File: src/hdl/sgb_pkg.sv
// Shared types, sizes and helpers for the separable Gaussian blur stream unit.
// No dependencies; every other file refers to it by scoped names.
package sgb_pkg;

    // grid and kernel limits
    localparam int MAX_RADIUS  = 3;
    localparam int MAX_COLS    = 1024;
    localparam int MAX_ROWS    = 1024;
    localparam int STORE_DEPTH = (2 * MAX_RADIUS + 1) * MAX_COLS;

    // field and datapath widths
    localparam int VAL_W    = 16;
    localparam int TAP_W    = 16;
    localparam int RAD_W    = 2;
    localparam int DIM_W    = 11;
    localparam int CFG_IDX_W = 3;
    localparam int CFG_DAT_W = 16;
    localparam int ADDR_W   = $clog2(STORE_DEPTH);
    localparam int COL_W    = $clog2(MAX_COLS);
    localparam int ROW_W    = $clog2(MAX_ROWS);
    localparam int CNT_W    = $clog2(MAX_COLS * MAX_ROWS + 1);
    localparam int REFF_W   = $clog2(MAX_RADIUS + 1);
    localparam int D_W      = REFF_W + 1;
    localparam int OFF_W    = ADDR_W + 2;
    localparam int PROD_W   = TAP_W + VAL_W;
    localparam int RSUM_W   = PROD_W + 4;
    localparam int RPROD_W  = TAP_W + RSUM_W;
    localparam int ACC_W    = RPROD_W + 4;
    localparam int FRAC_W   = 32;

    // configuration register indexes
    localparam logic [CFG_IDX_W-1:0] CFG_RADIUS     = 3'd0;
    localparam logic [CFG_IDX_W-1:0] CFG_TAP_CENTER = 3'd1;
    localparam logic [CFG_IDX_W-1:0] CFG_TAP_ONE    = 3'd2;
    localparam logic [CFG_IDX_W-1:0] CFG_TAP_TWO    = 3'd3;
    localparam logic [CFG_IDX_W-1:0] CFG_TAP_THREE  = 3'd4;
    localparam logic [CFG_IDX_W-1:0] CFG_GRID_COLS  = 3'd5;
    localparam logic [CFG_IDX_W-1:0] CFG_GRID_ROWS  = 3'd6;

    // input command codes
    localparam logic CMD_CELL  = 1'b0;
    localparam logic CMD_DRAIN = 1'b1;

    typedef struct packed {
        logic             command;
        logic [VAL_W-1:0] cell_value;
    } in_word_t;

    typedef struct packed {
        logic [VAL_W-1:0] blurred_value;
        logic             frame_end;
    } out_word_t;

    typedef struct packed {
        logic [TAP_W-1:0] center;
        logic [TAP_W-1:0] one;
        logic [TAP_W-1:0] two;
        logic [TAP_W-1:0] three;
    } taps_t;

    // kernel weight at a given distance; beyond three weighs zero
    function automatic logic [TAP_W-1:0] tap_weight(input taps_t taps,
                                                    input logic [D_W-1:0] tap_dist);
        logic [TAP_W-1:0] w;
        unique case (tap_dist)
            D_W'(0): w = taps.center;
            D_W'(1): w = taps.one;
            D_W'(2): w = taps.two;
            D_W'(3): w = taps.three;
            default: w = '0;
        endcase
        return w;
    endfunction

    // magnitude of a signed tap offset
    function automatic logic [D_W-1:0] abs_off(input logic signed [D_W-1:0] d);
        logic [D_W-1:0] m;
        m = d[D_W-1] ? D_W'(-d) : D_W'(d);
        return m;
    endfunction

    // clamp a grid dimension to 1..hi
    function automatic logic [DIM_W-1:0] clamp_dim(input logic [DIM_W-1:0] v,
                                                   input logic [DIM_W-1:0] hi);
        logic [DIM_W-1:0] c;
        if (v == '0) begin
            c = DIM_W'(1);
        end else if (v > hi) begin
            c = hi;
        end else begin
            c = v;
        end
        return c;
    endfunction

endpackage

File: src/hdl/sgb_divider.sv
// Restoring divider, one quotient bit per cycle: splits an output index into row and column.
// Depends on sgb_pkg for the counter and dimension widths.
module sgb_divider (
    input  logic                      aclk,
    input  logic                      aresetn,
    input  logic                      start,
    input  logic [sgb_pkg::CNT_W-1:0] dividend,
    input  logic [sgb_pkg::DIM_W-1:0] divisor,
    output logic                      done,
    output logic [sgb_pkg::CNT_W-1:0] quotient,
    output logic [sgb_pkg::DIM_W-1:0] remainder
);

    localparam int STEP_W = $clog2(sgb_pkg::CNT_W + 1);
    localparam logic [STEP_W-1:0] LAST_STEP = STEP_W'(sgb_pkg::CNT_W - 1);

    logic                      busy_reg;
    logic                      done_reg;
    logic [STEP_W-1:0]         step_reg;
    logic [sgb_pkg::CNT_W-1:0] q_reg;
    logic [sgb_pkg::DIM_W-1:0] rem_reg;
    logic [sgb_pkg::DIM_W:0]   rem_sh;
    logic                      ge;
    logic [sgb_pkg::DIM_W-1:0] rem_next;

    // shift in the next dividend bit and try the subtract
    always_comb begin
        rem_sh   = {rem_reg, q_reg[sgb_pkg::CNT_W-1]};
        ge       = rem_sh >= {1'b0, divisor};
        rem_next = ge ? sgb_pkg::DIM_W'(rem_sh - {1'b0, divisor})
                      : rem_sh[sgb_pkg::DIM_W-1:0];
    end

    // control
    always_ff @(posedge aclk) begin
        if (!aresetn) begin
            busy_reg <= 1'b0;
            done_reg <= 1'b0;
            step_reg <= '0;
        end else begin
            done_reg <= busy_reg && (step_reg == LAST_STEP);
            if (start) begin
                busy_reg <= 1'b1;
                step_reg <= '0;
            end else if (busy_reg) begin
                step_reg <= step_reg + STEP_W'(1);
                if (step_reg == LAST_STEP) begin
                    busy_reg <= 1'b0;
                end
            end
        end
    end

    // datapath
    always_ff @(posedge aclk) begin
        if (start) begin
            q_reg   <= dividend;
            rem_reg <= '0;
        end else if (busy_reg) begin
            q_reg   <= {q_reg[sgb_pkg::CNT_W-2:0], ge};
            rem_reg <= rem_next;
        end
    end

    assign done      = done_reg;
    assign quotient  = q_reg;
    assign remainder = rem_reg;

endmodule

File: config.mk
export PLATFORM = sky130hd
export DESIGN_NAME = sgb_divider
export DESIGN_NICKNAME = d
export VERILOG_FILES = /design/src/hdl/sgb_pkg.sv /design/src/hdl/sgb_divider.sv
export SDC_FILE = /design/constraint.sdc
export NUM_CORES = 1
export LEC_CHECK = 0
export BUFFER_PORTS_ARGS = -buffer_cell sky130_fd_sc_hd__buf_2
export CORE_UTILIZATION = 40
export CTS_BUF_LIST = sky130_fd_sc_hd__clkbuf_4 sky130_fd_sc_hd__clkbuf_8 sky130_fd_sc_hd__clkbuf_16
export CTS_CLUSTER_DIAMETER = 200
export DETAILED_ROUTE_END_ITERATION = 6
export GPL_TIMING_DRIVEN = 0
export PLACE_DENSITY = 0.75
export SLEW_MARGIN = 40
export SYNTH_ARGS = -nofsm -noshare
export SYNTH_HDL_FRONTEND = slang
export SYNTH_SLANG_ARGS = --single-unit
File: constraint.sdc
create_clock -name aclk -period 5.75 [get_ports aclk]
set_clock_uncertainty 0.05 [all_clocks]
set_input_delay 0.8625 -clock aclk [delete_from_list [all_inputs] [get_ports aclk]]
set_output_delay 0.8625 -clock aclk [all_outputs]
set_load 0.005 [all_outputs]
## Word level (Yosys, flattened, before mapping)

Cells that the tools add are included.

| word-level totals | value |
|---|---|
| register bits | 39 |
| bits of input ports | 35 |
| output and inout port bits | 33 |
| word-level logic and storage cells | 19 |

| operators by class | value |
|---|---|
| add/sub/neg operators | 2 |
| order comparisons | 1 |
| equal/unequal tests | 1 |
| multiplexer cells | 6 |
| bitwise operators | 1 |
| reductions and logical operators | 3 |

Operators with widths:

| operator | number |
|---|---|
| 21-bit two-way mux | 2 |
| 12-bit by 11-bit greater-or-equal comparator with 1-bit output | 1 |
| 11-bit two-way mux | 1 |
| 11-bit subtractor | 1 |
| 5-bit by 1-bit adder with 5-bit output, second input constant | 1 |
| 5-bit equality test, second input constant | 1 |
| 1-bit two-way mux | 3 |
| 2-bit nonzero test | 1 |
| 2-bit OR reduction | 1 |
| 1-bit logical AND | 1 |
| 1-bit inverter | 1 |

## Depth between registers and ports, before layout

| logic depth | value |
|---|---|
| depth after elaboration | 4 |
| gate-level depth with buffers | 9 |

## Worst setup path after synthesis

No wires, ideal clock.

| timing | value |
|---|---|
| path kind | input-to-reg |
| start | input port divisor[2] (netlist name) |
| end | register q_reg, in the netlist quotient[0] (data pin) |
| setup time | 0.270 ns |
| data arrival time | 2.245 ns |
| setup slack | 3.185 ns |
| cell stages on the path | 8 |
| path buffers | 1 |
| path through | inv_1 ha_1 nor2b_4 o31a_4 o211ai_4 and2_1 buf_2 mux2i_1 |

| between the ends | value |
|---|---|
| cells in the longest elaborated chain, start to end | 3 |

Ends and longest elaborated chain:

| what | RTL line | text |
|---|---|---|
| start, declared | sgb_divider.sv:8 | `input logic [sgb_pkg::DIM_W-1:0] divisor,` |
| 12-bit by 11-bit greater-or-equal comparator with 1-bit output | sgb_divider.sv:29 | `ge = rem_sh >= {1'b0, divisor};` |
| 21-bit two-way mux | sgb_divider.sv:59 | `end else if (busy_reg) begin` |
| 21-bit two-way mux | sgb_divider.sv:56 | `if (start) begin` |
| end signal, assigned | sgb_divider.sv:57 | `q_reg <= dividend;` |
| end signal, assigned | sgb_divider.sv:60 | `q_reg <= {q_reg[sgb_pkg::CNT_W-2:0], ge};` |
| end, declared | sgb_divider.sv:20 | `logic [sgb_pkg::CNT_W-1:0] q_reg;` |

Every way passes these cells. The select of a mux whose other input is x is not followed.
A chain may end at the register's enable or synchronous reset.

## Final worst setup path

Same ends and word-level chain as after synthesis.

==> metrics.cfg <==
[status]
status=completed

[synthesis]
syn-num-nets=295
netlist_instances=246
synth_seq_area_share_pct=40.1
synth_seq_cells=39
synth_area_sq_mm=0.00247
ys_types=57
synth_edf_count=21
synth.avg_cell_area_sq_um=10.0
synthFlopType=edfxtp_1
yosys_warnings=0
async_flop_share_pct=0

[floorplan]
die_y_um=80.6
die_area_sq_mm=0.00649
core_area_sq_mm=0.00592
row_count=28
die_x_um=80.6
boundaryPins=68
start_util_pct=41.7

[timing]
period_needed_ps=2590
rsz0062_at_grt=false
setup_slack_ps=3160
fmax_mhz=387
hold_violations=0
fin_crit_sh_pct=45.0
slew_headroom_pct=61.4
slew_viol_final=0
finalSetupTns_ps=0
worst_pin_slew_ps=580
setup_viol=0

[flow_run]
cap_violations=0

[placement]
io_buffers=66
hpwl_mm=4.25
place_worst_setup_slack_ps=2860
gp_congestion=0.839

[drt]
via_count=2065
post_drt_wl_per_cell_um=14.2
drt_iter0_drc=94
vias_per_cell=5.23
drc_errors=0
totalWireLength_mm=5.60
antenna_left=0
first_pass_iters=4

[clock_tree]
h-tree-depth=2
cts_buffers=5
cts_resized=0
clock_sinks=39
insertion_delay_ps=290
cts_max_path_buffers=2
post-cts-setup-buffers=0
cts_tree=done
cts-root-buf=clkbuf_8
clk_pin_slew_ps=70
hold_buffers=0

[setup_path]
cp_max_fo=8
crit_type=in2reg
worstPathRequired_ps=5720
r2r_slack_ps=3310
end_kind=flop
cp.arrival_ps=2550
critPathLaunchType=primary input

[finish]
drive_gt1_share_pct=34.1
final_util_pct=50.4
layout_common_cells=69 x buf_2, 25 x nor2_1, 21 x edfxtp_1
largest_reg_flops=21
num_antenna_cells=0
layout_commonest_cell=buf_2
area_growth_syn_to_layout_pct=21.0
nets=368

[global_route]
antenna_found_initial=0
grt_pass1_wl_mm=8.71
grt_pass1_vias=1892
grt_usage_pct=17.6
grt_max_degree=22
grt_overflow_total=0

[power_and_ir_drop]
power_w=0.000695
peakVddDrop_v=0.000121
power_density_mw_per_mm2=233
p_leak_nw=1.29

[hold_path]
hold_path.class=reg2reg

## power breakdown
| part | switching [W] | internal, W |
|---|---|---|
| Combinational | 0.0000889 | 0.0000794 |
| Clock | 0.0000917 | 0.000101 |
| Sequential | 0.0000146 | 0.000320 |
| Total | 0.000195 | 0.000500 |
## kinds of logic after synthesis
family,synth area share (%)
xor gates and xnor gates,2.13
buffers and inverters,5.17
and+or+nand+nor,18.9
DFF,40.1
muxes,9.93
adders and majority gates,7.40
AOI/OAI and AO/OA,16.4
## worst paths after layout
check                     from          end  cells past startpoint
hold reg to reg    step_reg[4]         done                      2
setup / recovery    divisor[2]  quotient[0]                      9
hold / removal     step_reg[4]         done                      2
setup reg to reg  quotient[20]  quotient[0]                      9
## synthesized netlist by cell type (4+ instances only)
master / count / area, sq um
a211oi_1: 4 / 30.0
a21oi_1: 6 / 30.0
a31oi_1: 4 / 25.0
clkbuf_1: 8 / 30.0
dfxtp_1: 18 / 360
edfxtp_1: 21 / 631
ha_1: 13 / 163
inv_1: 18 / 67.6
mux2_2: 20 / 225
nand2_1: 13 / 48.8
nand2b_1: 4 / 25.0
nor2_1: 25 / 93.8
nor2b_1: 8 / 50.1
nor3_1: 5 / 25.0
nor3b_1: 4 / 30.0
o21a_1: 5 / 37.5
o21ai_0: 5 / 25.0
xor2_1: 4 / 35.0
## critical path, stage by stage
cell and delay (ps):
buf_2 70, inv_1 30, ha_1 350, nor2b_4 170, o31a_4 310, o211ai_4 300, and2_1 170, buf_2 170
mux2i_1 110
## layout make-up
type                    instances  area [sq um]
fillers                       554          2930
multi-input cells             176          1350
flip-flops and latches         39           991
repair buffers                 66           330
well taps                      75          93.8
clock buffers                   7          90.1
inverters                      18          67.6
plain buffers                  13          60.1
clock inverters                 1          3.75
## layer usage
metal	GRT usage, %	vias to the layer above	routed length, um
li1	-	1051	-
met1	22.9	954	2500
met2	29.9	52	2740
met3	2.27	8	285
met4	5.36	0	67
met5	0	-	0
## stage by stage
step	hold WS, ps	instance area (sq um)	cells
6_report	478	2990	395
5_1_grt	495	2990	395
4_1_cts	485	2990	395
3_5_place_dp	467	2890	387
3_3_place_gp	443	2890	387
2_1_floorplan	429	2470	246
(Power assumes the default switching activity.)
